[src/css_pkg.sv]
// css_pkg: shared types and constants for the comment span scanner
// no dependencies

package css_pkg;

   typedef enum logic [3:0] {
      MD_NORMAL, MD_DQ1, MD_DQ2, MD_SQ1, MD_SQ2, MD_DSTR, MD_DESC,
      MD_SSTR, MD_SESC, MD_DDOC, MD_SDOC, MD_LINE
   } mode_type;

   localparam int NUM_KW = 12;
   localparam int KW_MAX = 10;

   localparam logic [7:0] CH_HASH  = 8'h23;
   localparam logic [7:0] CH_BSL   = 8'h5c;
   localparam logic [7:0] CH_DQ    = 8'h22;
   localparam logic [7:0] CH_SQ    = 8'h27;
   localparam logic [7:0] CH_NL    = 8'h0a;
   localparam logic [7:0] CH_SP    = 8'h20;
   localparam logic [7:0] CH_TAB   = 8'h09;

   localparam logic [1:0] ATT_LEADING  = 2'd0;
   localparam logic [1:0] ATT_TRAILING = 2'd1;
   localparam logic [1:0] ATT_FLOATING = 2'd2;

   localparam logic KIND_LINE = 1'b0;
   localparam logic KIND_DOC  = 1'b1;

   // keyword lengths, each including its trailing space
   function automatic logic [3:0] kw_len(input int k);
      logic [3:0] r;
      unique case (k)
         0: r = 4'd7;  1: r = 4'd8;  2: r = 4'd8;  3: r = 4'd9;
         4: r = 4'd6;  5: r = 4'd10; 6: r = 4'd7;  7: r = 4'd5;
         8: r = 4'd7;  9: r = 4'd6;  10: r = 4'd9; default: r = 4'd6;
      endcase
      return r;
   endfunction

   function automatic logic [7:0] kw_char(input int k, input logic [3:0] i);
      logic [79:0] s;
      unique case (k)
         0: s = {"public ", 24'h0};
         1: s = {"protect ", 16'h0};
         2: s = {"private ", 16'h0};
         3: s = {"function ", 8'h0};
         4: s = {"class ", 32'h0};
         5: s = "interface ";
         6: s = {"struct ", 24'h0};
         7: s = {"enum ", 40'h0};
         8: s = {"extern ", 24'h0};
         9: s = {"const ", 32'h0};
         10: s = {"property ", 8'h0};
         default: s = {"async ", 32'h0};
      endcase
      if (i >= 4'd10) return 8'h00;
      return s[79 - 8*int'(i) -: 8];
   endfunction

endpackage

[src/css_lookahead.sv]
// css_lookahead: keyword match of the text after a held line comment
// depends on css_pkg

module css_lookahead (
   input  logic                      clock,
   input  logic                      reset,
   input  logic                      step,      // transaction taken
   input  logic                      active,    // held comment valid
   input  logic                      restart,   // new comment held
   input  logic [7:0]                text_byte,
   output logic                      hit,
   output logic                      miss
);

   logic [css_pkg::NUM_KW-1:0] cand_ff, cand_in, cand_nx;
   logic [3:0]                 off_ff, off_in;
   logic                       skip;

   always_comb begin
      skip = (off_ff == 4'd0) && (text_byte == css_pkg::CH_SP ||
             text_byte == css_pkg::CH_TAB || text_byte == css_pkg::CH_NL);
      cand_nx = cand_ff;
      hit = 1'b0;
      for (int k = 0; k < css_pkg::NUM_KW; k++) begin
         if (cand_ff[k]) begin
            if (off_ff >= css_pkg::kw_len(k) ||
                css_pkg::kw_char(k, off_ff) != text_byte) begin
               cand_nx[k] = 1'b0;
            end else if (off_ff + 4'd1 == css_pkg::kw_len(k)) begin
               hit = 1'b1;
            end
         end
      end
      hit  = active && !skip && hit;
      miss = active && !skip && !hit && (cand_nx == '0);
   end

   always_comb begin
      cand_in = cand_ff;
      off_in  = off_ff;
      if (restart) begin
         cand_in = '1;
         off_in  = 4'd0;
      end else if (active && !skip && !hit && !miss) begin
         cand_in = cand_nx;
         off_in  = off_ff + 4'd1;
      end
   end

   always_ff @(posedge clock) begin
      if (reset) begin
         cand_ff <= '1;
         off_ff  <= 4'd0;
      end else if (step) begin
         cand_ff <= cand_in;
         off_ff  <= off_in;
      end
   end

endmodule

[src/comment_span_scanner.sv]
// comment_span_scanner: top level, byte scanner with line/column tracking
// depends on css_pkg and css_lookahead
//
//  channel | dir | tdata fields (low bit first)                       | side band
//  req     | in  | text_byte[7:0]                                     | tlast = is_final
//  rsp     | out | first_line, first_column, final_line, final_column, | tuser = comment_kind
//          |     | attachment, zero fill to bytes                     |
//
// one byte per cycle unless the output register is full and stalled; the scanner state updates in the accepting cycle
// a result stands in one output register, valid the cycle after the deciding byte
// a byte is taken while that register is empty or being taken at the same edge
// synchronous reset returns to line 1, column 1, normal code

module comment_span_scanner #(
   parameter int LINE_BITS   = 20,
   parameter int COLUMN_BITS = 16
) (
   input  logic clock,
   input  logic reset,
   input  logic req_tvalid,
   output logic req_tready,
   input  logic [7:0] req_tdata,   // text_byte
   input  logic req_tlast,         // is_final
   output logic rsp_tvalid,
   input  logic rsp_tready,
   // first_line, first_column, final_line, final_column, attachment
   output logic [((2*LINE_BITS + 2*COLUMN_BITS + 2 + 7) / 8) * 8 - 1:0] rsp_tdata,
   output logic rsp_tuser          // comment_kind
);

   localparam int PW = 2*LINE_BITS + 2*COLUMN_BITS + 2;
   localparam int RW = ((PW + 7) / 8) * 8;
   localparam logic [LINE_BITS-1:0]   LMAX = '1;
   localparam logic [COLUMN_BITS-1:0] CMAX = '1;

   css_pkg::mode_type mode_ff, mode_in;
   logic [LINE_BITS-1:0]   line_ff, line_in, osl_ff, osl_in;
   logic [COLUMN_BITS-1:0] col_ff, col_in, osc_ff, osc_in;
   logic [1:0] qrun_ff, qrun_in;
   logic code_ff, code_in, ocode_ff, ocode_in;
   logic hv_ff, hv_in, hcb_ff, hcb_in;
   logic [LINE_BITS-1:0]   hl_ff, hl_in;
   logic [COLUMN_BITS-1:0] hc0_ff, hc0_in, hc1_ff, hc1_in;
   logic ov_ff, ov_in;
   logic [RW-1:0] od_ff, od_in;
   logic kind_ff, kind_in;

   logic take, hit, miss, restart, em, nb;
   logic [7:0] b;
   logic ekind;
   logic [LINE_BITS-1:0] el0, el1;
   logic [COLUMN_BITS-1:0] ec0, ec1;
   logic [1:0] eatt;

   assign b          = req_tdata;
   assign req_tready = !ov_ff || rsp_tready;
   assign take       = req_tvalid && req_tready;
   assign rsp_tvalid = ov_ff;
   assign rsp_tdata  = od_ff;
   assign rsp_tuser  = kind_ff;

   css_lookahead u_look (
      .clock(clock), .reset(reset), .step(take),
      .active(hv_ff), .restart(restart || req_tlast),
      .text_byte(b), .hit(hit), .miss(miss)
   );

   always_comb begin
      mode_in = mode_ff; osl_in = osl_ff; osc_in = osc_ff; qrun_in = qrun_ff;
      ocode_in = ocode_ff; hv_in = hv_ff; hcb_in = hcb_ff; hl_in = hl_ff;
      hc0_in = hc0_ff; hc1_in = hc1_ff; restart = 1'b0; em = 1'b0;
      ekind = css_pkg::KIND_LINE; el0 = hl_ff; ec0 = hc0_ff; el1 = hl_ff;
      ec1 = hc1_ff; eatt = css_pkg::ATT_LEADING; nb = 1'b0;
      line_in = line_ff; col_in = col_ff;
      if (b == css_pkg::CH_NL) begin
         if (line_ff < LMAX) line_in = line_ff + 1'b1;
         col_in = COLUMN_BITS'(1);
      end else if (col_ff < CMAX) begin
         col_in = col_ff + 1'b1;
      end
      if (hit || miss) begin
         em = 1'b1; hv_in = 1'b0;
         eatt = hit ? css_pkg::ATT_LEADING
              : (hcb_ff ? css_pkg::ATT_TRAILING : css_pkg::ATT_FLOATING);
      end
      unique case (mode_ff)
         css_pkg::MD_NORMAL: nb = 1'b1;
         css_pkg::MD_DQ1: mode_in = (b == css_pkg::CH_DQ) ? css_pkg::MD_DQ2
              : (b == css_pkg::CH_BSL) ? css_pkg::MD_DESC : css_pkg::MD_DSTR;
         css_pkg::MD_SQ1: mode_in = (b == css_pkg::CH_SQ) ? css_pkg::MD_SQ2
              : (b == css_pkg::CH_BSL) ? css_pkg::MD_SESC : css_pkg::MD_SSTR;
         css_pkg::MD_DQ2, css_pkg::MD_SQ2: begin
            if (b == ((mode_ff == css_pkg::MD_DQ2) ? css_pkg::CH_DQ
                                                     : css_pkg::CH_SQ)) begin
               mode_in = (mode_ff == css_pkg::MD_DQ2) ? css_pkg::MD_DDOC
                                                       : css_pkg::MD_SDOC;
               qrun_in = 2'd0;
            end else begin
               mode_in = css_pkg::MD_NORMAL; nb = 1'b1;
            end
         end
         css_pkg::MD_DSTR: if (b == css_pkg::CH_DQ) mode_in = css_pkg::MD_NORMAL;
            else if (b == css_pkg::CH_BSL) mode_in = css_pkg::MD_DESC;
         css_pkg::MD_SSTR: if (b == css_pkg::CH_SQ) mode_in = css_pkg::MD_NORMAL;
            else if (b == css_pkg::CH_BSL) mode_in = css_pkg::MD_SESC;
         css_pkg::MD_DESC: mode_in = css_pkg::MD_DSTR;
         css_pkg::MD_SESC: mode_in = css_pkg::MD_SSTR;
         css_pkg::MD_DDOC, css_pkg::MD_SDOC: begin
            if (b == ((mode_ff == css_pkg::MD_DDOC) ? css_pkg::CH_DQ
                                                      : css_pkg::CH_SQ)) begin
               if (qrun_ff == 2'd2) begin
                  qrun_in = 2'd0; mode_in = css_pkg::MD_NORMAL;
                  if (!em) begin
                     em = 1'b1; ekind = css_pkg::KIND_DOC; el0 = osl_ff;
                     ec0 = osc_ff; el1 = line_in; ec1 = col_in;
                     eatt = css_pkg::ATT_LEADING;
                  end
               end else begin
                  qrun_in = qrun_ff + 2'd1;
               end
            end else begin
               qrun_in = 2'd0;
            end
         end
         css_pkg::MD_LINE: if (b == css_pkg::CH_NL) begin
            hv_in = 1'b1; hcb_in = ocode_ff; hl_in = osl_ff; hc0_in = osc_ff;
            hc1_in = col_ff; restart = 1'b1; mode_in = css_pkg::MD_NORMAL;
         end
         default: mode_in = css_pkg::MD_NORMAL;
      endcase
      if (nb) begin
         if (b == css_pkg::CH_HASH) begin
            mode_in = css_pkg::MD_LINE; ocode_in = code_ff;
         end else if (b == css_pkg::CH_DQ) begin
            mode_in = css_pkg::MD_DQ1;
         end else if (b == css_pkg::CH_SQ) begin
            mode_in = css_pkg::MD_SQ1;
         end
         if (b == css_pkg::CH_HASH || b == css_pkg::CH_DQ || b == css_pkg::CH_SQ) begin
            osl_in = line_ff; osc_in = col_ff;
         end
      end
      if (b == css_pkg::CH_NL) code_in = 1'b0;
      else if (b != css_pkg::CH_SP && b != css_pkg::CH_TAB) code_in = 1'b1;
      else code_in = code_ff;
      if (req_tlast) begin
         if (hv_in && !em) begin
            em = 1'b1; ekind = css_pkg::KIND_LINE; el0 = hl_in; ec0 = hc0_in;
            el1 = hl_in; ec1 = hc1_in;
            eatt = hcb_in ? css_pkg::ATT_TRAILING : css_pkg::ATT_FLOATING;
         end else if (mode_in == css_pkg::MD_LINE && !em) begin
            em = 1'b1; ekind = css_pkg::KIND_LINE; el0 = osl_in; ec0 = osc_in;
            el1 = osl_in; ec1 = col_in;
            eatt = ocode_in ? css_pkg::ATT_TRAILING : css_pkg::ATT_FLOATING;
         end else if ((mode_in == css_pkg::MD_DDOC || mode_in == css_pkg::MD_SDOC)
                      && !em) begin
            em = 1'b1; ekind = css_pkg::KIND_DOC; el0 = osl_in; ec0 = osc_in;
            el1 = line_in; ec1 = col_in; eatt = css_pkg::ATT_LEADING;
         end
         mode_in = css_pkg::MD_NORMAL; line_in = LINE_BITS'(1);
         col_in = COLUMN_BITS'(1); osl_in = '0; osc_in = '0; qrun_in = 2'd0;
         code_in = 1'b0; ocode_in = 1'b0; hv_in = 1'b0;
      end
      od_in   = RW'({eatt, ec1, el1, ec0, el0});
      kind_in = ekind;
      ov_in = ov_ff && !rsp_tready;
      if (take && em) ov_in = 1'b1;
   end

   always_ff @(posedge clock) begin
      if (reset) begin
         mode_ff <= css_pkg::MD_NORMAL; line_ff <= LINE_BITS'(1);
         col_ff <= COLUMN_BITS'(1); osl_ff <= '0; osc_ff <= '0;
         qrun_ff <= 2'd0; code_ff <= 1'b0; ocode_ff <= 1'b0;
         hv_ff <= 1'b0; ov_ff <= 1'b0;
      end else begin
         ov_ff <= ov_in;
         if (take) begin
            mode_ff <= mode_in; line_ff <= line_in; col_ff <= col_in;
            osl_ff <= osl_in; osc_ff <= osc_in; qrun_ff <= qrun_in;
            code_ff <= code_in; ocode_ff <= ocode_in; hv_ff <= hv_in;
         end
      end
   end

   always_ff @(posedge clock) begin
      if (take) begin
         hcb_ff <= hcb_in; hl_ff <= hl_in; hc0_ff <= hc0_in; hc1_ff <= hc1_in;
      end
      if (take && em) begin
         od_ff <= od_in; kind_ff <= kind_in;
      end
   end

`ifndef SYNTHESIS
   a_no_overwrite: assert property (@(posedge clock) disable iff (reset)
      rsp_tvalid && !rsp_tready |=> rsp_tvalid)
      else $error("result lost while stalled");
   a_last_resets: assert property (@(posedge clock) disable iff (reset)
      take && req_tlast |=> line_ff == LINE_BITS'(1) && !hv_ff)
      else $error("end of text did not restart scan");
   a_hit_miss: assert property (@(posedge clock) disable iff (reset)
      !(hit && miss))
      else $error("lookahead both hit and miss");
   a_held_emit: assert property (@(posedge clock) disable iff (reset)
      take && hv_ff && (hit || miss) |=> rsp_tvalid)
      else $error("decided comment not emitted");
`endif

endmodule

[config.mk]
export PLATFORM = sky130hd
export DESIGN_NAME = comment_span_scanner
export DESIGN_NICKNAME = d
export VERILOG_FILES = /design/src/css_pkg.sv /design/src/css_lookahead.sv /design/src/comment_span_scanner.sv
export SDC_FILE = /design/constraint.sdc
export NUM_CORES = 1
export LEC_CHECK = 0
export BUFFER_PORTS_ARGS = -buffer_cell sky130_fd_sc_hd__clkbuf_2
export CORE_MARGIN = 10
export CORE_UTILIZATION = 45
export CTS_CLUSTER_SIZE = 8
export DETAILED_ROUTE_END_ITERATION = 6
export PLACE_DENSITY_LB_ADDON = 0.08
export SLEW_MARGIN = 20
export SYNTH_ARGS = -nofsm -noshare
export SYNTH_HDL_FRONTEND = slang
export SYNTH_SLANG_ARGS = --single-unit
[constraint.sdc]
create_clock -name clock -period 10.2 [get_ports clock]
set_clock_uncertainty 0.05 [all_clocks]
set_input_delay 2.04 -clock clock [delete_from_list [all_inputs] [get_ports clock]]
set_output_delay 2.04 -clock clock [all_outputs]
set_load 0.05 [all_outputs]
==> metrics.md, run 1 <==
| Metric | Value |
|---|---|
| Mean Syn Cell Area | 8.31 sq um |
| Cts hold-fix bufs | 0 |
| Maxcap violations | 0 |
| # fillers | 3213 |
| Syn. warnings | 0 |
| Number of synthesized flops with an enable pin | ~130 |
| Number of buffers inserted during clock tree synthesis | 34 |
| Netlist area before placement | 15000 sq um |
| Maximum ir drop on the vdd rail | between 0.09 and 0.1 mV |
| HP Class | reg2reg |
| Portion of the clock cycle consumed by the worst path in the final layout | 68.4% |
| Number of sinks on the clock net | about 230 |
| Drt via density | 6.28 |
| Worst rel slew slack | between 20% and 30% |
| Portion of the post-synthesis area used by sequential elements | 38.6% |
| Starting density of the core | 45.9% |
| Worst-Skew Late Latency | slightly above 0.5 ns |
| Setup repair after global routing missed its margin | no |
| Result of the run | finished, final reports clean |
| GRT overflow | 0 |
| Proportion of layout cells with a drive suffix above 1 | 13.0% |
| P&R area growth vs syn | 10.5% |
| Count of buffers from port buffering | 89 |
| Logic depth of the worst register-to-register path | 16 |
| Final TNS setup | 0 ns |
| Final count of pins violating max slew | 0 |
| Clock slew at the register clock pins of the worst setup and hold paths | 0.05 ns |
| X dimension of the die | 203 um |
| Area of the die | 41100 sq um |
| Post-Syn Instances | 1810 |
| Cell at the root of the clock tree | clkbuf_16 |
| Average wire per cell in the routed design | 23.3 um |
| Transition time of the tightest slew-check pin | 1.15 ns |
| All-Layer GR Usage | 24.8% |
| Count of state elements after synthesis | roughly 230 |
| Number of buffers inserted by post-CTS setup repair | 0 |
| CP Launch Type | flip-flop |
| Type of destination of the critical path | flip-flop |
| Class of the most critical setup path | reg2reg |
| Flip-flop cell with the highest count after synthesis | edfxtp_1 |
| Antenna violations before repair | 0 |
| Min cycle time layout | 6.98 ns |
| Placed wire-length estimate after detailed placement | 34.6 mm |
| Number of cells traversed by the worst hold path | 2 |
| Maximum buffer depth of the clock tree | 3 |
| Total number of placement rows | 66 |
| Number of antenna cells inserted | 0 |
| DR iter-0 viols | 1401 |
| Hold violation total from the final report | 0 |
| Number of iterations in the first detailed-routing pass | 5 |
| Overall power of the completed layout | 2.21 mW |
| CTS tree | done |
| Cell count after placement | 2218 |
| Count of boundary I/O pins | 96 |
| Detailed-route DRC error count | 0 |
| Via count | roughly 14000 |
| Pin count of the biggest net entering global routing | 85 |
| CP arrival | 7.09 ns |
| Weighted congestion at the end of routability-driven global placement | 0.934 |
| Cell Count, Final, Fillers Out | 2278 |
| F_max | 0.143 GHz |
| Static leakage | 5.89 nW |
| Critical path fanouts, max | 65 |
| Core box area | 32800 sq um |
| Post-CTS Resized | 0 |
| Final Setup Violations | 0 |
| Total number of H-tree levels | 2 |
| Detailed-route wire length | 53.1 mm |
| First-pass GRT wire length | 82.1 mm |
| Final net count | between 1500 and 2000 |
| Data required time of the critical path | 10.31 ns |
| Height of the chip | roughly 200 um |
| Number of global-route vias before repair | approximately 14000 |
| Count of distinct cell types in the synthesized netlist | 108 |
| Number of routed nets with antenna violations | 0 |
| FFs w/ async S/R, synth | 0% |
| Pwr dens | 133 nW/um^2 |
[worst paths after layout]
path	start	end	slack, ns
worst max-delay path	u_look.off_ff[1]	rsp_tdata[9]	3.22
worst min-delay path	u_look.cand_ff[2]	u_look.cand_ff[2]	0.45
worst max register to register	u_look.off_ff[1]	rsp_tdata[9]	3.22
worst min register to register	u_look.cand_ff[2]	u_look.cand_ff[2]	0.45
[cells in the final DEF (no fill, tap or decap), types with 14 or more instances in the layout]
cell         n
and2_1      16
mux2i_1     44
inv_1       22
and3_1      14
xor2_1      22
nor2b_1     14
o22ai_1     17
nor2_1     206
nand4_1     21
or3_1       15
a32oi_1     20
a22oi_1     80
clkbuf_16   35
buf_4       29
edfxtp_1   128
clkbuf_2    88
a31oi_1     22
a21oi_1     96
nand2_1    261
xnor2_1     54
nand3_1     66
clkbuf_1    22
o21ai_0     96
nand2b_1    27
dfxtp_1     98
nor3_1      56
[routing by layer]
| layer | up-vias | track usage (%) | share of wire [%] | wire length, um |
|---|---|---|---|---|
| li1 | 6610 | - | - | - |
| met1 | 6953 | 34.3 | 45 | 23600 |
| met2 | 649 | 38.8 | 45 | 24000 |
| met3 | 85 | 4.52 | 8.0 | 4230 |
| met4 | 0 | 7.41 | 2.3 | 1200 |
| met5 | - | 0 | 0 | 0 |
[flip-flops by register name, summed over array words and instances (netlist names)]
register and flops:
hc1_ff 16, ocode_ff 1, code_ff 1, hv_ff 1, line_ff 20, osl_ff 20
u_look.cand_ff 12, rsp_tuser 1, rsp_tdata 74, osc_ff 16, hc0_ff 16, hl_ff 20
hcb_ff 1, qrun_ff 2, rsp_tvalid 1, col_ff 16, mode_ff 4, u_look.off_ff 4
[cell usage after synthesis (11+ instances only)]
master      n  share of area (%)
buf_4      13               0.65
ha_1       11               0.91
a22oi_1    80                4.0
nand3_1    66                2.2
inv_1      23               0.57
clkbuf_1  106                2.6
nand4_1    21               0.87
buf_1      11               0.27
nand2b_1   27                1.1
and3_1     14               0.58
edfxtp_1  128                 26
o22ai_1    17               0.71
and2_1     17               0.71
xnor2_1    54                3.1
nor3_1     58                1.9
or3_1      16               0.67
o31ai_1    11               0.55
xor2_1     22                1.3
nor2b_1    14               0.58
nor2_1    208                5.2
nand2_1   263                6.6
buf_2      23               0.77
mux2i_1    44                2.9
o221a_2    11               0.82
o21a_1     12               0.60
dfxtp_1    98                 13
o21ai_0    96                3.2
a21oi_1    97                3.2
a32oi_1    20                1.2
a221o_1    12               0.80
a31oi_1    22               0.91
[layout make-up]
cell class / instances / area [sq um] / share of cell area [%]
clock inverters: 3 / 36.3 / 0.218
repair buffers: 118 / 678 / 4.08
inverters: 27 / 101 / 0.609
well taps: 442 / 553 / 3.33
flip-flops and latches: 226 / 5810 / 34.9
multi-input cells: 1405 / 8500 / 51.1
clock buffers: 57 / 958 / 5.76
[metrics by stage]
step	hold slack [ns]	area (sq um)	setup WS [ns]	utilization (%)
after CTS	0.443	16600	3.42	50.7
after global routing	0.467	16600	2.91	50.7
after global placement	0.442	15600	3.40	47.7
final	0.447	16600	3.22	50.7
after floorplan	0.387	15100	1.61	-
after detailed placement	0.437	15600	3.33	47.7
[power breakdown]
| part | internal, mW | switching [mW] |
|---|---|---|
| Sequential | 0.980 | 0.0102 |
| Clock | 0.641 | 0.426 |
| Combinational | 0.0511 | 0.107 |
| Total | 1.67 | 0.543 |
[kinds of logic after synthesis]
kind of cell / Yosys count / synth area share, %
other cells: 1 / 0.0249
fa+ha+maj: 11 / 0.915
compound gates: 483 / 22.6
xor+xnor: 78 / 4.72
flops: 226 / 38.6
simple gates: 779 / 24.6
mux: 48 / 3.23
buf+inv: 184 / 5.31
[critical path, stage by stage, from the launching register on]
cell and delay [ns]:
dfxtp_1 0.30, buf_4 0.37, inv_1 0.32, ha_1 0.68, buf_4 0.35, nor3b_1 0.53, a41oi_2 0.22, o211ai_1 0.32
xor2_1 0.19, nor2_1 0.10, a31oi_1 0.37, o2111ai_1 0.14, or3_1 0.46, a31oi_4 0.94, nor2_1 0.24, a21oi_4 0.54
buf_12 0.42
Power figures use the tool's default switching activity.
==> inputs of run 2 (changes only) <==
==> constraint.sdc (replaced) <==
create_clock -name clock -period 6.8 [get_ports clock]
set_clock_uncertainty 0.05 [all_clocks]
set_input_delay 1.36 -clock clock [delete_from_list [all_inputs] [get_ports clock]]
set_output_delay 1.36 -clock clock [all_outputs]
set_load 0.05 [all_outputs]
==> metrics.md, run 2 (synthesis gave the netlist of run 1 again) <==
| Metric | Value |
|---|---|
| Result of the run | finished, final reports clean |
| Number of antenna cells inserted | 0 (unchanged) |
| Final TNS setup | 0 ns (unchanged) |
| Detailed-route DRC error count | 0 (unchanged) |
| F_max | 0.174 GHz (+21%) |
| HP Class | reg2reg |
| Drt via density | 6.17 (-1.7%) |
| Transition time of the tightest slew-check pin | 0.940 ns (-0.209 ns) |
| Cell with the largest stage delay on the worst path | ha_1 |
| Data required time of the critical path | 6.89 ns (-3.42 ns) |
| Pwr dens | 201 nW/um^2 (+51%) |
| Top cell by count, worst path | nor2_1 |
| P&R area growth vs syn | 11.4% |
| Maxcap violations | 0 (unchanged) |
| Number of cells traversed by the worst hold path | 2 (unchanged) |
| Area of the die | 41100 sq um (unchanged) |
| Finished Cell Area | 16800 sq um (+0.78%) |
| Clock slew at the register clock pins of the worst setup and hold paths | 0.06 ns (about the same) |
| Proportion of layout cells with a drive suffix above 1 | 13.7% (+0.64 points) |
| Min cycle time layout | 5.75 ns (-1.23 ns) |
| Maximum ir drop on the vdd rail | 0.190 mV (+100%) |
| CTS tree | done |
| Count of buffers from port buffering | 89 (unchanged) |
| Placed wire-length estimate after detailed placement | 35.6 mm (+3.0%) |
| Critical path fanouts, max | 45 (-31%) |
| GRT overflow | 0 (unchanged) |
| Final Setup Violations | 0 (unchanged) |
| Average wire per cell in the routed design | 23.4 um (+0.55%) |
| Endpoint of the most critical register-to-register path | rsp_tdata[72] |
| CP Launch Type | flip-flop |
| CP top delay family | simple AND/OR/NAND/NOR gates |
| Cell at the root of the clock tree | clkbuf_16 |
| Via count | 14200 (-0.97%) |
| Portion of the clock cycle consumed by the worst path in the final layout | 84.6% (+16 points) |
| All-Layer GR Usage | 25.4% (+0.52 points) |
| Reg-to-reg slack, setup | 1.05 ns (-2.17 ns) |
| Core box area | 32800 sq um (unchanged) |
| Setup repair after global routing missed its margin | no |
| Number of buffers inserted during clock tree synthesis | 34 (unchanged) |
| # fillers | 3205 (-0.25%) |
| Worst-Skew Late Latency | 0.52 ns (about the same) |
| Count of buffer and inverter cells on the critical path | 2 (-2) |
| Post-CTS Resized | 0 (unchanged) |
| Post-DP Area | 15700 sq um (+0.64%) |
| Final net count | 1851 (+0.82%) |
| Cts hold-fix bufs | 0 (unchanged) |
| Static leakage | 5.98 nW (+1.5%) |
| Total number of H-tree levels | 2 (unchanged) |
| Most frequent standard cell in the layout excluding fill and tap cells | nand2_1 |
| Number of routed nets with antenna violations | 0 (unchanged) |
| Number of global-route vias before repair | 13700 (-0.066%) |
| Logic depth of the worst register-to-register path | 14 (-2) |
| Number of sinks on the clock net | 226 (unchanged) |
| Starting density of the core | 45.9% (unchanged) |
| Weighted congestion at the end of routability-driven global placement | 0.958 (+2.6%) |
| CP arrival | 5.84 ns (-1.25 ns) |
| Count of boundary I/O pins | 96 (unchanged) |
| Hold violation total from the final report | 0 (unchanged) |
| Type of destination of the critical path | flip-flop |
| Pin count of the biggest net entering global routing | 65 (-24%) |
| Cell Count, Final, Fillers Out | 2295 (+0.75%) |
| Largest stage delay, worst path | 0.93 ns (about the same) |
| Detailed-route wire length | 53.7 mm (+1.3%) |
| Total number of placement rows | 66 (unchanged) |
| DR iter-0 viols | 1493 (+6.6%) |
| Overall power of the completed layout | 3.37 mW (+52%) |
| Min-Delay Startpoint | u_look.cand_ff[2] |
| X dimension of the die | 203 um (unchanged) |
| Maximum buffer depth of the clock tree | 3 (unchanged) |
| Flip-flop count of the largest register after layout | 74 (unchanged) |
| Class of the most critical setup path | reg2reg |
| Cell count after placement | 2233 (+0.68%) |
| Number of iterations in the first detailed-routing pass | 5 (unchanged) |
| First-pass GRT wire length | 83.5 mm (+1.6%) |
| Critical R2R Launch | u_look.off_ff[2] |
| Final count of pins violating max slew | 0 (unchanged) |
| Commonest cells after routing, fill and taps aside | nand2_1 (261), nor2_1 (206), edfxtp_1 (128), dfxtp_1 (98) |
| Critical path cell sequence | inv_1 -> ha_1 -> nor3b_1 -> a41oi_2 -> nor2_1 -> xnor2_1 -> o311ai_0 -> or4_1 -> nor2_1 -> a31oi_1 -> a31oi_4 -> nor2_1 -> a21oi_4 -> buf_4 |
| Worst rel slew slack | 37.3% (+14 points) |
| Height of the chip | 203 um (unchanged) |
| Hold endpoint | u_look.cand_ff[2] |
| Number of buffers inserted by post-CTS setup repair | 0 (unchanged) |
| Antenna violations before repair | 0 (unchanged) |
[run 2: how the worst max path moves through the flow]
stage                               end  slack, ns        startpoint  cells past startpoint
after floorplan            rsp_tdata[0]       0.26  u_look.off_ff[1]                     19
after global placement    rsp_tdata[70]       1.15  u_look.off_ff[2]                     14
after detailed placement  rsp_tdata[64]       1.15  u_look.off_ff[2]                     14
after CTS                 rsp_tdata[59]       1.10  u_look.off_ff[2]                     14
after global routing      rsp_tdata[64]       0.74  u_look.off_ff[2]                     14
final                     rsp_tdata[72]       1.05  u_look.off_ff[2]                     14
[run 2: layer usage]
metal | routed length (um) | GRT usage [%] | vias to the layer above
met5 | 0 | 0 | -
met4 | 1230 | 7.43 | 0
met3 | 4010 | 3.55 | 75
met2 | 24700 | 40.7 | 600
met1 | 23800 | 34.7 | 6832
li1 | - | - | 6651
[run 2: final cells by class]
cell class                      instances  area, sq um  area share (%)
Inverter                               27          101           0.605
Timing Repair Buffer                  133          778            4.64
Tap cell                              442          553            3.30
Clock inverter                          3         58.8           0.351
Multi-Input combinational cell       1405         8500            50.7
Sequential cell                       226         5810            34.6
Clock buffer                           59          966            5.76
[run 2: through the flow]
stage	util (%)	worst slack (ns)	hold slack (ns)
floorplan	-	0.263	0.387
global placement	48.0	1.15	0.429
detailed placement	48.0	1.15	0.437
CTS	51.1	1.10	0.446
global route	51.1	0.742	0.475
finish	51.1	1.05	0.441
[run 2: where the power goes]
part	internal (mW)	leakage [nW]	switching, mW
clock network	1.00	0.488	0.645
logic	0.0780	3.51	0.157
registers	1.47	1.99	0.0158
total	2.55	5.98	0.818
[run 2: worst reg2reg max path, cell delays in order (launching register included)]
cell,delay [ns]
dfxtp_1,0.33
inv_1,0.11
ha_1,0.93
nor3b_1,0.60
a41oi_2,0.26
nor2_1,0.26
xnor2_1,0.15
o311ai_0,0.23
or4_1,0.55
nor2_1,0.22
a31oi_1,0.16
a31oi_4,0.57
nor2_1,0.20
a21oi_4,0.17
buf_4,0.57
==> inputs of run 3 (changes only) <==
==> constraint.sdc (replaced) <==
create_clock -name clock -period 5.7 [get_ports clock]
set_clock_uncertainty 0.05 [all_clocks]
set_input_delay 1.14 -clock clock [delete_from_list [all_inputs] [get_ports clock]]
set_output_delay 1.14 -clock clock [all_outputs]
set_load 0.05 [all_outputs]
==> metrics.md, run 3 (synthesis gave the netlist of run 1 again) <==
| Metric | Value |
|---|---|
| DR iter-0 viols | 1669 (+12%) |
| Flip-flop count of the largest register after layout | 74 (unchanged) |
| Final Setup Violations | 0 (unchanged) |
| HP Class | reg2reg |
| Commonest cells after routing, fill and taps aside | nand2_1 (261), nor2_1 (206), edfxtp_1 (128), dfxtp_1 (98) |
| P&R area growth vs syn | 13.2% |
| All-Layer GR Usage | 26.2% (+0.83 points) |
| Starting density of the core | 45.9% (unchanged) |
| Internal power of the cells | 3.03 mW (+19%) |
| Class of the most critical setup path | reg2reg |
| Min-Delay Startpoint | code_ff |
| Detailed-route wire length | 55.6 mm (+3.4%) |
| Via count | 14600 (+3.0%) |
| # fillers | 3152 (-1.7%) |
| Data required time of the critical path | 5.92 ns (-0.97 ns) |
| Most frequent standard cell in the layout excluding fill and tap cells | nand2_1 |
| Number of routed nets with antenna violations | 0 (unchanged) |
| Total number of placement rows | 66 (unchanged) |
| Result of the run | finished, final reports clean |
| Height of the chip | 203 um (unchanged) |
| Min cycle time layout | 5.18 ns (-0.570 ns) |
| Total number of H-tree levels | 2 (unchanged) |
| CTS tree | done |
| Met2 capacity usage during global routing | 41.7% (+0.90 points) |
| Critical path cell sequence | inv_1 -> ha_1 -> nor3b_1 -> buf_4 -> a41oi_2 -> buf_4 -> o21ai_0 -> o32a_1 -> nor4b_1 -> nand3_1 -> o2111ai_1 -> or3_1 -> a31o_1 -> nand3_1 -> o21ai_0 -> a21oi_1 |
| Number of sinks on the clock net | 226 (unchanged) |
| Transition time of the tightest slew-check pin | 1.10 ns (+0.164 ns) |
| Net switching power | 981 uW (+20%) |
| Number of buffers inserted by post-CTS setup repair | 0 (unchanged) |
| Post-CTS Resized | 0 (unchanged) |
| Setup repair after global routing missed its margin | no |
| First-pass GRT wire length | 86.1 mm (+3.1%) |
| Overall power of the completed layout | 4.01 mW (+19%) |
| Number of iterations in the first detailed-routing pass | 6 (+1) |
| Relative contribution of the clock network to total power | 48.5% (-0.4 points) |
| Pwr dens | 235 nW/um^2 (+17%) |
| F_max | 0.193 GHz (+11%) |
| Cell at the root of the clock tree | clkbuf_16 |
| Count of buffers from port buffering | 89 (unchanged) |
| Maxcap violations | 0 (unchanged) |
| Global route hottest layer | met2 |
| Maximum buffer depth of the clock tree | 3 (unchanged) |
| Count of boundary I/O pins | 96 (unchanged) |
| Fraction of the core area covered by cells at the end of the flow | 51.9% (+0.81 points) |
| Critical path fanouts, max | 15 (-67%) |
| Core box area | 32800 sq um (unchanged) |
| Final net count | 1882 (+1.7%) |
| Placed wire-length estimate after detailed placement | 37.6 mm (+5.5%) |
| Pin count of the biggest net entering global routing | 72 (+11%) |
| Number of antenna cells inserted | 0 (unchanged) |
| Final count of pins violating max slew | 0 (unchanged) |
| Cell with the largest stage delay on the worst path | ha_1 |
| Detailed-route DRC error count | 0 (unchanged) |
| Maximum ir drop on the vdd rail | 0.180 mV (-5.4%) |
| Portion of the clock cycle consumed by the worst path in the final layout | 90.9% (+6.3 points) |
| Worst rel slew slack | 26.1% (-11 points) |
| Final TNS setup | 0 ns (unchanged) |
| Switching share of total power | 24.5% (+0.21 points) |
| Type of destination of the critical path | flip-flop |
| CP arrival | 5.40 ns (-0.44 ns) |
| Number of buffers inserted during clock tree synthesis | 34 (unchanged) |
| Worst-Skew Late Latency | 0.52 ns (about the same) |
| Proportion of layout cells with a drive suffix above 1 | 15.1% (+1.5 points) |
| Critical R2R Launch | u_look.off_ff[2] |
| Clock slew at the register clock pins of the worst setup and hold paths | 0.06 ns (about the same) |
| Static leakage | 6.13 nW (+2.5%) |
| Register share of total power | 44.2% (about the same) |
| Number of global-route vias before repair | 13900 (+1.8%) |
| X dimension of the die | 203 um (unchanged) |
| CP Launch Type | flip-flop |
| Area of the die | 41100 sq um (unchanged) |
| Hold violation total from the final report | 0 (unchanged) |
| Drt via density | 6.27 (+1.6%) |
| Cts hold-fix bufs | 0 (unchanged) |
| Critical path origin | u_look.off_ff[2] |
| Weighted congestion at the end of routability-driven global placement | 0.981 (+2.5%) |
| Met3 global-route usage | 4.11% (+0.56 points) |
| Antenna violations before repair | 0 (unchanged) |
| Met1 demand-to-capacity share in global routing | 36.1% (+1.4 points) |
| Combinational Power Share | 7.3% (+0.3 points) |
| Average wire per cell in the routed design | 23.9 um (+2.0%) |
| GRT overflow | 0 (unchanged) |
| Largest stage delay, worst path | 0.66 ns (-0.27 ns) |
run 3: final timing paths:
path | to | slack (ns) | cells after the start
hold reg to reg | code_ff | 0.45 | 2
setup / recovery | rsp_tdata[48] | 0.52 | 16
hold / removal | code_ff | 0.45 | 2
setup reg to reg | rsp_tdata[48] | 0.52 | 16
run 3: worst max-delay path: cells and delay by family (launching register included):
family,cells,cell delay (ns)
AO/OA/AOI/OAI,7,1.74
adder cells (fa/ha/maj),1,0.66
buffers and inverters,3,0.58
AND/OR/NAND/NOR,5,1.58
flip-flops,1,0.31
run 3: power groups by stage:
stage / combinational (mW) / sequential (mW) / clock (mW)
after floorplan: 0.206 / 1.80 / 0
after global placement: 0.286 / 1.80 / 0
after detailed placement: 0.287 / 1.80 / 0
after CTS: 0.288 / 1.77 / 1.97
after global routing: 0.318 / 1.77 / 2.04
final: 0.293 / 1.77 / 1.94
run 3: per-layer routing:
metal,wire [um],up-vias,part of all wire (%)
met5,0,-,0
met4,1230,0,2.2
met3,4250,86,7.6
met2,25600,608,46
met1,24500,7173,44
li1,-,6713,-
run 3: final cells by class:
cell class / instances / area (sq um) / share of cell area, %
Timing Repair Buffer: 164 / 1050 / 6.16
Tap cell: 442 / 553 / 3.25
Multi-Input combinational cell: 1405 / 8500 / 49.9
Clock inverter: 2 / 28.8 / 0.169
Clock buffer: 60 / 990 / 5.81
Sequential cell: 226 / 5810 / 34.1
Inverter: 27 / 101 / 0.595
run 3: stage by stage:
stage	hold WS, ns	std cells	setup WS (ns)	cell area, sq um
after floorplan	0.387	1815	0.0734	15100
after global placement	0.427	2264	0.492	16000
after detailed placement	0.439	2264	0.436	16000
after CTS	0.448	2326	0.566	17000
after global routing	0.475	2326	0.169	17000
final	0.449	2326	0.518	17000
